--- src/spq_pkg.sv ---
`default_nettype none
package spq_pkg;

    // Queue depth and derived widths
    localparam int CAPACITY = 16;
    localparam int CNT_W    = $clog2(CAPACITY + 1);

    // Operation codes
    localparam logic KIND_ENQ = 1'b0;
    localparam logic KIND_DEQ = 1'b1;

    // Status codes
    localparam logic [1:0] ST_OK    = 2'd0;
    localparam logic [1:0] ST_FULL  = 2'd1;
    localparam logic [1:0] ST_EMPTY = 2'd2;

    // One held entry
    typedef struct packed {
        logic [6:0] entry_time;
        logic [7:0] entry_info;
    } entry_t;

    // Command word
    typedef struct packed {
        logic       kind;
        logic [6:0] entry_time;
        logic [7:0] entry_info;
    } cmd_word_t;

    // Result word
    typedef struct packed {
        logic [1:0] status;
        logic [6:0] out_time;
        logic [7:0] out_info;
        logic [4:0] count;
    } result_word_t;

    // Per-cell control from the top level
    typedef struct packed {
        logic insert;      // enqueue into a non-full queue
        logic shift;       // dequeue from a non-empty queue
        logic valid;       // this cell holds an entry
        logic left_valid;  // left neighbor holds an entry (1 for head)
        logic left_gt;     // left neighbor time is above the new time
    } cell_ctl_t;

endpackage
`default_nettype wire

--- src/spq_cell.sv ---
`default_nettype none
module spq_cell (
    input  wire logic               clk,
    input  wire spq_pkg::cell_ctl_t ctl,
    input  wire spq_pkg::entry_t    new_entry,
    input  wire spq_pkg::entry_t    left_entry,
    input  wire spq_pkg::entry_t    right_entry,
    output spq_pkg::entry_t         entry,
    output logic                    gt
);

    spq_pkg::entry_t entry_reg;
    spq_pkg::entry_t entry_next;

    // Held entry sorts after the new one
    assign gt = ctl.valid && (entry_reg.entry_time > new_entry.entry_time);

    // Insert: shift right past larger times, take the new word at the boundary; dequeue: take the right neighbor
    always_comb
    begin
        entry_next = entry_reg;
        if (ctl.insert)
        begin
            if (ctl.left_gt)
                entry_next = left_entry;
            else if (gt || (!ctl.valid && ctl.left_valid))
                entry_next = new_entry;
        end
        else if (ctl.shift)
        begin
            entry_next = right_entry;
        end
    end

    always_ff @(posedge clk)
    begin
        entry_reg <= entry_next;
    end

    assign entry = entry_reg;

endmodule
`default_nettype wire

--- src/sorted_priority_queue.sv ---
`default_nettype none
// Sorted priority queue as a row of insertion cells.
// The result word is registered and appears in the cycle after start is taken.
// Throughput: one command per cycle; every cell compares and shifts in parallel.
// busy stays low, and results are strobed by done for one cycle.
// Reset clears the entry count and done; cell contents are not reset.
module sorted_priority_queue (
    input  wire logic                  clk,
    input  wire logic                  rst_n,
    input  wire logic                  start,
    input  wire spq_pkg::cmd_word_t    cmd,
    output logic                       busy,
    output logic                       done,
    output spq_pkg::result_word_t      result
);

    localparam int N = spq_pkg::CAPACITY;

    logic [spq_pkg::CNT_W-1:0] count_reg;
    logic [spq_pkg::CNT_W-1:0] count_next;
    logic                      done_reg;
    spq_pkg::result_word_t     result_reg;
    spq_pkg::result_word_t     result_next;

    logic                      accept;
    logic                      full;
    logic                      empty;
    logic                      do_insert;
    logic                      do_shift;
    spq_pkg::entry_t           new_entry;
    spq_pkg::entry_t           cell_entry [N];
    logic [N-1:0]              cell_gt;
    logic [N-1:0]              cell_valid;

    assign busy      = 1'b0;
    assign accept    = start && !busy;
    assign full      = (count_reg == spq_pkg::CNT_W'(N));
    assign empty     = (count_reg == '0);
    assign do_insert = accept && (cmd.kind == spq_pkg::KIND_ENQ) && !full;
    assign do_shift  = accept && (cmd.kind == spq_pkg::KIND_DEQ) && !empty;

    assign new_entry.entry_time = cmd.entry_time;
    assign new_entry.entry_info = cmd.entry_info;

    // Cell row
    for (genvar i = 0; i < N; i++)
    begin : g_cell
        spq_pkg::cell_ctl_t ctl;
        spq_pkg::entry_t    left_e;
        spq_pkg::entry_t    right_e;

        assign cell_valid[i] = (spq_pkg::CNT_W'(i) < count_reg);

        if (i == 0)
        begin : g_head
            assign ctl.left_valid = 1'b1;
            assign ctl.left_gt    = 1'b0;
            assign left_e         = new_entry;
        end
        else
        begin : g_body
            assign ctl.left_valid = cell_valid[i-1];
            assign ctl.left_gt    = cell_gt[i-1];
            assign left_e         = cell_entry[i-1];
        end

        if (i == N - 1)
        begin : g_tail
            assign right_e = '0;
        end
        else
        begin : g_inner
            assign right_e = cell_entry[i+1];
        end

        assign ctl.insert = do_insert;
        assign ctl.shift  = do_shift;
        assign ctl.valid  = cell_valid[i];

        spq_cell u_cell (
            .clk         (clk),
            .ctl         (ctl),
            .new_entry   (new_entry),
            .left_entry  (left_e),
            .right_entry (right_e),
            .entry       (cell_entry[i]),
            .gt          (cell_gt[i])
        );
    end

    // Count update and result word
    always_comb
    begin
        count_next  = count_reg;
        result_next = '0;
        if (do_insert)
            count_next = count_reg + 1'b1;
        else if (do_shift)
            count_next = count_reg - 1'b1;

        if (cmd.kind == spq_pkg::KIND_ENQ)
        begin
            result_next.status = full ? spq_pkg::ST_FULL : spq_pkg::ST_OK;
        end
        else if (empty)
        begin
            result_next.status = spq_pkg::ST_EMPTY;
        end
        else
        begin
            result_next.status   = spq_pkg::ST_OK;
            result_next.out_time = cell_entry[0].entry_time;
            result_next.out_info = cell_entry[0].entry_info;
        end
        result_next.count = 5'(count_next);
    end

    always_ff @(posedge clk or negedge rst_n)
    begin
        if (!rst_n)
        begin
            count_reg <= '0;
            done_reg  <= 1'b0;
        end
        else
        begin
            count_reg <= count_next;
            done_reg  <= accept;
        end
    end

    always_ff @(posedge clk)
    begin
        if (accept)
            result_reg <= result_next;
    end

    assign done   = done_reg;
    assign result = result_reg;

`ifndef SYNTHESIS
    // Every accepted word yields a result next cycle
    a_done_follows: assert property (@(posedge clk) disable iff (!rst_n)
        accept |=> done)
        else $error("missing result strobe");

    // Count stays within capacity
    a_count_bound: assert property (@(posedge clk) disable iff (!rst_n)
        count_reg <= spq_pkg::CNT_W'(N))
        else $error("count exceeds capacity");

    // Successful dequeue drops the count by one
    a_deq_count: assert property (@(posedge clk) disable iff (!rst_n)
        do_shift |=> (count_reg == $past(count_reg) - 1'b1))
        else $error("dequeue count mismatch");

    // A refused enqueue reports a full queue
    a_full_status: assert property (@(posedge clk) disable iff (!rst_n)
        (done && result.status == spq_pkg::ST_FULL) |-> (count_reg == spq_pkg::CNT_W'(N)))
        else $error("full status with room left");
`endif

endmodule
`default_nettype wire

--- config.mk ---
export PLATFORM = sky130hd
export DESIGN_NAME = sorted_priority_queue
export DESIGN_NICKNAME = d
export VERILOG_FILES = /design/src/spq_pkg.sv /design/src/spq_cell.sv /design/src/sorted_priority_queue.sv
export SDC_FILE = /design/constraint.sdc
export NUM_CORES = 1
export LEC_CHECK = 0
export ABC_AREA = 1
export BUFFER_PORTS_ARGS = -buffer_cell sky130_fd_sc_hd__clkbuf_2
export CAP_MARGIN = 20
export CORE_MARGIN = 10
export CORE_UTILIZATION = 31
export CTS_CLUSTER_SIZE = 10
export DETAILED_ROUTE_END_ITERATION = 6
export PLACE_DENSITY = 0.55
export SETUP_SLACK_MARGIN = 0.5
export SLEW_MARGIN = 20
export SYNTH_ARGS = -nofsm -noshare
export SYNTH_HDL_FRONTEND = slang
export SYNTH_SLANG_ARGS = --single-unit
--- constraint.sdc ---
create_clock -name clk -period 7.45 [get_ports clk]
set_input_delay 0 -clock clk [delete_from_list [all_inputs] [get_ports clk]]
set_output_delay 0 -clock clk [all_outputs]
set_load 0.01 [all_outputs]
## Word-level counts from Yosys, hierarchy flattened

Cells that the tools add are included.

| operators by class | value |
|---|---|
| add/subtract/negate cells | 2 |
| $mul | 0 |
| divide/modulo/power cells | 0 |
| order comparisons | 32 |
| equality and inequality tests | 17 |
| shifts and indexed selects | 0 |
| muxes and demuxes | 68 |
| bitwise operators | 1 |
| reductions and logical operators | 88 |

Operators with widths:

| kind | count |
|---|---|
| two-way mux 15 bit | 63 |
| > comparator 7 bit | 16 |
| != test 3 x 1 -> 1 bit, second input constant | 15 |
| < comparator 4 x 5 -> 1 bit, first input constant | 8 |
| logical AND 1 bit | 35 |
| AND reduction 2 bit | 16 |
| < comparator 3 x 5 -> 1 bit, first input constant | 4 |
| logical NOT 1 bit | 18 |
| logical OR 1 bit | 16 |
| < comparator 1 x 5 -> 1 bit, first input constant | 2 |
| < comparator 2 x 5 -> 1 bit, first input constant | 2 |
| two-way mux 5 bit | 2 |
| adder 5 x 1 -> 5 bit, second input constant | 1 |
| == test 5 bit, second input constant | 1 |
| logical NOT 5 bit | 1 |
| subtractor 5 x 1 -> 5 bit, second input constant | 1 |
| two-way mux 2 bit | 2 |
| != test 2 x 1 -> 1 bit, second input constant | 1 |
| nonzero test 2 bit | 1 |
| OR reduction 2 bit | 1 |
| two-way mux 1 bit | 1 |
| NOT 1 bit | 1 |

| storage, ports and cells | value |
|---|---|
| flip-flop bits (word level) | 268 |
| latch bits | 0 |
| bits in writable memories | 0 |
| ROM bits | 0 |
| output and inout port bits | 24 |
| word-level logic and storage cells | 246 |
| memories kept | 0 |

## Depth between registers and ports, before layout

Gate-level depths: netlist of run 1.

| logic depth | value |
|---|---|
| depth after elaboration | 7 |
| depth in mapped cells | 13 |
| mapped depth without buffers | 12 |

## By module

From an unflattened synthesis of run 1, not the netlist that was laid out.

| unflattened totals | value |
|---|---|
| cell total of the unflattened synthesis | 2112 |
| area, all modules | 17189.0 um^2 |

Modules (own cells, without submodules):

| module | times used | cells an instance | area an instance (um^2) |
|---|---|---|---|
| spq_cell | 16 | 122 | 980.9 |
| sorted_priority_queue | 1 | 160 | 1493.9 |

## Worst setup path before layout of run 1

OpenSTA, ideal clock, no wires.

| timing | value |
|---|---|
| kind | input to register |
| start point | input port cmd[14] in the netlist's numbering |
| end point | register g_cell[9].u_cell.entry_reg (netlist bit g_cell[9].u_cell.entry[0]), enable pin |
| library setup time | 392 ps |
| arrival time | 2595 ps |
| setup slack | 4463 ps |
| stages on the path | 10 |
| buffers on the path | 2 |
| cell sequence | inv_1 > clkbuf_1 > ha_1 > nand2_1 > nor2_1 > nand2_1 > nand2_1 > clkbuf_1 > a21oi_1 > a21oi_1 |

| between the ends | value |
|---|---|
| longest elaborated chain between the ends | 5 |
| elaborated cells between the ends (all ways) | 7 |
| those cells by class | order compare: 2; eq/ne: 1; reduce/logical: 4 |

Ends and longest elaborated chain:

| item | line | RTL |
|---|---|---|
| from (decl) | sorted_priority_queue.sv:11 | `input wire spq_pkg::cmd_word_t cmd,` |
| > comparator 7 bit | spq_cell.sv:16 | `assign gt = ctl.valid && (entry_reg.entry_time > new_entry.entry_time);` |
| logical AND 1 bit | spq_cell.sv:16 |  |
| logical OR 1 bit | spq_cell.sv:26 | `else if (gt \|\| (!ctl.valid && ctl.left_valid))` |
| != test 3 x 1 -> 1 bit (no line) (*) | n/a |  |
| AND reduction 2 bit (no line) (*) | n/a |  |
| to (signal assigned) | spq_cell.sv:37 | `entry_reg <= entry_next;` |
| to (decl) | spq_cell.sv:12 | `spq_pkg::entry_t entry_reg;` |

Mark *: on every way between the ends. The rest lies on a longest branch, timed or not.
A chain may end at the register's enable or synchronous reset.

## Final worst setup path of run 1

| timing | value |
|---|---|
| start point | register count_reg[1] in the netlist's numbering |
| end point | register g_cell[3].u_cell.entry_reg (netlist bit g_cell[3].u_cell.entry[10]), enable pin |

| between the ends | value |
|---|---|
| longest elaborated chain between the ends | 6 |
| elaborated cells between the ends (all ways) | 16 |
| those cells by class | order compare: 2; eq/ne: 2; reduce/logical: 12 |

Ends and longest elaborated chain:

| item | line | RTL |
|---|---|---|
| from (decl) | sorted_priority_queue.sv:19 | `logic [spq_pkg::CNT_W-1:0] count_reg;` |
| from (signal assigned) | sorted_priority_queue.sv:127 | `count_reg <= count_next;` |
| < comparator 2 x 5 -> 1 bit | sorted_priority_queue.sv:52 | `assign cell_valid[i] = (spq_pkg::CNT_W'(i) < count_reg);` |
| logical NOT 1 bit | spq_cell.sv:26 |  |
| logical AND 1 bit | spq_cell.sv:26 |  |
| logical OR 1 bit | spq_cell.sv:26 |  |
| != test 3 x 1 -> 1 bit (no line) | n/a |  |
| AND reduction 2 bit (no line) (*) | n/a |  |
| to (signal assigned) | spq_cell.sv:37 |  |
| to (decl) | spq_cell.sv:12 |  |

Marked as above.

==> results of run 1 <==
-- metrics by stage --
step           utilization  setup slack [ns]  instance area (um^2)  hold slack [ns]  power (mW)
2_1_floorplan            -              4.46                 17700           -0.296        4.33
3_3_place_gp         0.326              3.48                 18400           -0.159        5.09
3_5_place_dp         0.326              3.38                 18400           -0.158        5.14
4_1_cts              0.346              3.34                 19600          0.00167        6.80
5_1_grt              0.347              2.94                 19600           0.0385        7.25
6_report             0.347              3.35                 19600           0.0186        6.80
-- Yosys cell counts, types with 2 or more instances --
master / number
nand4_1: 38
nor2_4: 4
a21oi_4: 2
a21oi_2: 3
edfxtp_1: 262
nand3b_1: 36
buf_4: 24
a21oi_1: 37
inv_2: 10
buf_1: 2
nor2_2: 3
nand2_2: 15
nand3_1: 359
o21ai_0: 41
nor3_1: 6
buf_6: 2
clkbuf_1: 48
ha_1: 116
nor2_1: 111
inv_1: 214
a21o_1: 10
dfrtp_1: 6
nand2_1: 872
buf_2: 45
-- critical path: stages, from the launching register on --
cell	delay [ns]
dfrtp_1	0.53
inv_1	0.16
ha_1	0.22
nand3_1	0.15
nand3_4	0.49
inv_6	0.67
buf_4	0.87
nand2_1	0.16
nor2_1	0.14
nor2_1	0.13
buf_4	0.25
-- metal layers --
| layer | GRT usage | vias to the layer above |
|---|---|---|
| met1 | 0.234 | 7429 |
| li1 | - | 7459 |
| met4 | 0.0714 | 0 |
| met2 | 0.294 | 613 |
| met5 | 0 | - |
| met3 | 0.0314 | 124 |
-- power groups by stage --
stage          Sequential, mW  Combinational [mW]  Clock, mW
3_3_place_gp             2.55                2.54          0
4_1_cts                  2.53                2.60       1.67
3_5_place_dp             2.55                2.58          0
2_1_floorplan            2.41                1.93          0
5_1_grt                  2.57                2.96       1.73
6_report                 2.53                2.62       1.64
-- final timing paths --
kind,endpoint,slack [ns],from
setup / recovery,g_cell[3].u_cell.entry[10],3.35,count_reg[1]
hold / removal,g_cell[15].u_cell.entry[7],0.02,cmd[7]
setup reg to reg,g_cell[3].u_cell.entry[10],3.35,count_reg[1]
hold reg to reg,g_cell[5].u_cell.entry[5],0.54,g_cell[6].u_cell.entry[5]
max in group asynchronous,count_reg[4],6.80,rst_n
min in group asynchronous,count_reg[0],0.39,rst_n
-- logic make-up (layout without fill, tap and decap cells) --
| kind of cell | count (synthesis) | count (layout) |
|---|---|---|
| AO/OA/AOI/OAI | 97 | 97 |
| XOR/XNOR | 1 | 1 |
| flip-flops | 268 | 268 |
| adder cells (fa/ha/maj) | 116 | 116 |
| buffers and inverters | 345 | 344 |
| AND/OR/NAND/NOR | 1447 | 1447 |
| other | 1 | 1 |
-- final cells by class --
| type | instances | area, um^2 | area share |
|---|---|---|---|
| Sequential cell | 268 | 8020 | 0.410 |
| Timing Repair Buffer | 67 | 433 | 0.0221 |
| Tap cell | 756 | 946 | 0.0483 |
| Inverter | 224 | 846 | 0.0432 |
| Clock inverter | 12 | 168 | 0.00856 |
| Multi-Input combinational cell | 1662 | 8270 | 0.422 |
| Clock buffer | 41 | 898 | 0.0459 |
==> impl_results.md, run 1 <==
* Netlist cell types at 33
* Port Buffers at 41
* Post-CTS setup buffer count at 0
* Share of cells above drive strength 1 at 0.0677
* Yosys reg bits at 268
* Synthesized net count at 2410
* Die height at 259 um
* Run status: finished, final reports clean
* DIE AREA at 67100 um^2
* Synth Area in XOR/XNOR at 0.000494
* Worst-margin pin slew at 1.13 ns
* Metal-1 WL at 26500 um
* Total wire length at 61800 um
* Hold Path Cell Cnt at 3
* Vias in the first global route at 15200
* Sw power at 2.88 mW
* Initial DRC Count at 1351
* Pre-antenna DRT Iters at 6
* N_diodes at 0
* Critical Path AT at 4.41 ns
* TritonCTS Sinks at 268
* Gate Count Post-Synth at 2275
* Max frequency at 0.244 GHz
* Startpoint types: register
* Deepest clock path buffer count at 3
* Chip width at 259 um
* Post-synth top flop: edfxtp_1
* P per Cell Area at 347 nW/um^2
* Top layer in use: met4
* Cell Area, Synth at 17700 um^2
* Hold Crit Class: in2reg
* Slew headroom at 0.247
* Routability congestion estimate from global placement at 0.946
* RSZ-0062 raised after global routing: no
* Total Neg Setup Slack at 0 ns
* Largest net degree at the start of global routing at 193
* Main combinational cell family by area after synthesis: simple AND/OR/NAND/NOR gates
* Worst VDD drop at 162 uV
* Clk_lat worst skew at 0.57 ns
* Commonest non-fill, non-tap cell in the layout: nand2_1
* Fin nets at 2393
* Simple-Gate Fraction of Synth Area at 0.350
* Io pins at 43
* Final hold vios at 0
* Leak at 9.32 nW
* Yosys top cell by area: edfxtp_1
* Filler cells at 5900
* Sw Share at 0.424
* Critical Path RT at 7.75 ns
* Hold_buf cts at 5
* Seq/Total Area, Yosys at 0.453
* Via count at 15600
* Ys async rst share at 0.0224
* Gr ovfl total at 0
* Total core area at 56500 um^2
* EDFF count, synth at 262
* Seq pwr share at 0.373
* Vias per std cell at 5.16
* Wirelength per Cell at 20.4 um
* Clk pwr share at 0.242
* Post-Layout Cell Count at 3030
* Fin crit period at 4.10 ns
* Post-Synth Adder-Cell Area at 0.0819
* Ys Warns at 0
* Routed Antenna Nets at 0
* Initial antenna violation count at 0
* Most frequent cells in the layout: nand2_1, nand3_1, edfxtp_1, inv_1, ha_1
* Resized cells post-CTS at 0
* Clock Skews at 0.0285 ns
* Top cells by area, synth: edfxtp_1, nand2_1, nand3_1
* Logic pwr share at 0.385
* CTS tree: yes
* Area Overhead vs Synth at 10.5%
* Share of the synthesized area in the top cell type at 0.444
* Standard-cell rows at 87
* Initial Utilization at 0.314
* Multiplexer area fraction after synthesis at 0
* Synth Area in Compound Gates at 0.0321
* Post-Place Cells at 2971
* Gr usage total at 0.180
* Kind of critical path: reg2reg
* # Max-Cap Violations at 0
* Crit Path Max Fanout at 93
* Crit path capture type: register
* Clk root buf: clkbuf_16
* Metal3 WL at 4510 um
* Largest register FFs at 240
* Post-Syn Area per Cell at 7.79 um^2
* Clk pin slew, worst setup/hold paths at 0.06 ns
* Met2 wire len at 28500 um
* # DRC at 0
* Inserted Clock Buffers at 35
* P_int at 3.91 mW
* Hpwl dp at 43600 um
* Reg2reg path depth at 10
* Max Transition Viols Final at 0
* Final setup viols at 0
* Final Cycle Share at 0.551
* H-Tree Depth at 2
* Global-route wire length before repair at 93100 um
(Power assumes the default switching activity.)
==> run 2, diff against run 1 <==
clock period = 4.15 ns   (was 7.45 ns; I/O delays follow)
==> impl_results.md, run 2 (synthesis gave the netlist of run 1 again) <==
* Largest register FFs at 240
* Pre-antenna DRT Iters at 7
* Worst Setup SP: count_reg[1]
* Fin crit period at 3.19 ns
* Port Buffers at 41
* H-Tree Depth at 2
* Via count at 15900
* Worst-margin pin slew at 0.979 ns
* Hold_sp: cmd[14]
* Hpwl dp at 42900 um
* Wirelength per Cell at 19.7 um
* Run status: finished, final reports clean
* Die height at 259 um
* Initial Utilization at 0.314
* Filler cells at 5884
* Post-Place Cells at 3016
* Most frequent cells in the layout: nand2_1, nand3_1, edfxtp_1, inv_1, ha_1
* CTS tree: yes
* CP cell instances: inv_1, ha_1, nand3_1, nand3_4, inv_6, buf_4, nand2_1, nor2_1, nor2_1, buf_4
* Chip width at 259 um
* RSZ-0062 raised after global routing: no
* Gr ovfl total at 0
* # Max-Cap Violations at 0
* Final Cycle Share at 0.768
* Standard-cell rows at 87
* FF-to-FF Start: count_reg[1]
* Total Neg Setup Slack at 0 ns
* Max Transition Viols Final at 0
* Total Power at 12.3 mW
* Largest net degree at the start of global routing at 81
* Crit Path Max Fanout at 60
* Clk_lat worst skew at 0.57 ns
* Hold Crit Class: in2reg
* Kind of critical path: reg2reg
* Startpoint types: register
* Inserted Clock Buffers at 35
* Initial DRC Count at 1391
* DIE AREA at 67100 um^2
* CP peak stage delay at 0.57 ns
* Routed Antenna Nets at 0
* Max frequency at 0.314 GHz
* Share of cells above drive strength 1 at 0.0825
* Hold_buf cts at 12
* Commonest non-fill, non-tap cell in the layout: nand2_1
* Final hold vios at 0
* Vias in the first global route at 15400
* Io pins at 43
* Post-Layout Cell Count at 3082
* Final setup viols at 0
* Initial antenna violation count at 1
* Worst VDD drop at 304 uV
* Critical Path AT at 3.50 ns
* Pre-CTS setup slack at 0.990 ns
* Slew headroom at 0.347
* N_diodes at 0
* TritonCTS Sinks at 268
* Crit path capture type: register
* Post-CTS setup buffer count at 0
* Area Overhead vs Synth at 12.6%
* Routability congestion estimate from global placement at 0.937
* Vias per std cell at 5.15
* Fin nets at 2444
* Resized cells post-CTS at 0
* # DRC at 0
* Total core area at 56500 um^2
* Clock Skews at 0.0317 ns
* P per Cell Area at 619 nW/um^2
* Slowest cell on the critical path: inv_6
* Clk root buf: clkbuf_16
* Leak at 9.55 nW
* Slack of the critical path at 0.961 ns
* Multi-input logic area at 8260 um^2
* Clk pin slew, worst setup/hold paths at 0.06 ns
* Sequential Area at 8020 um^2
* Critical Path RT at 4.46 ns
* Gr usage total at 0.177
* Deepest clock path buffer count at 3
* Global-route wire length before repair at 92400 um
* Total wire length at 60600 um
[run 2: metal layers]
metal,up-vias,track usage,wire length [um]
met5,-,0,20
met2,641,0.285,27500
met1,7571,0.236,26500
met4,2,0.0650,2020
met3,112,0.0270,4600
li1,7558,-,-
[run 2: layout make-up]
cell class,count,share of cell area
Sequential cell,268,0.402
Multi-Input combinational cell,1662,0.414
Clock inverter,13,0.00608
Inverter,224,0.0424
Clock buffer,41,0.0461
Tap cell,756,0.0474
Timing Repair Buffer,118,0.0426
[run 2: worst max-delay path: cells and delay by family, from the launching register on]
family | cells | cell delay [ns]
buffers and inverters | 4 | 1.34
and+or+nand+nor | 5 | 0.79
adders and majority gates | 1 | 0.22
DFF | 1 | 0.53
[run 2: final timing paths]
check / to / slack [ns] / cells past startpoint
worst max-delay path: g_cell[12].u_cell.entry[13] / 0.96 / 10
worst min-delay path: g_cell[15].u_cell.entry[14] / 0.02 / 3
worst max register to register: g_cell[12].u_cell.entry[13] / 0.96 / 10
worst min register to register: g_cell[14].u_cell.entry[5] / 0.53 / 2
max in group asynchronous: count_reg[0] / 3.51 / 3
min in group asynchronous: count_reg[2] / 0.39 / 3
[run 2: power by group]
part           total, mW  switching, mW  internal [mW]
Combinational       4.91           3.42           1.49
Sequential          4.55          0.563           3.98
Clock               2.89           1.25           1.64
Total               12.3           5.23           7.11
[run 2: stage by stage]
step	area, um^2	hold slack, ns	utilization
global placement	18800	-0.159	0.333
CTS	20000	0.0139	0.353
finish	20000	0.0249	0.353
detailed placement	18800	-0.154	0.333
global route	20000	0.0309	0.353
floorplan	17700	-0.296	-
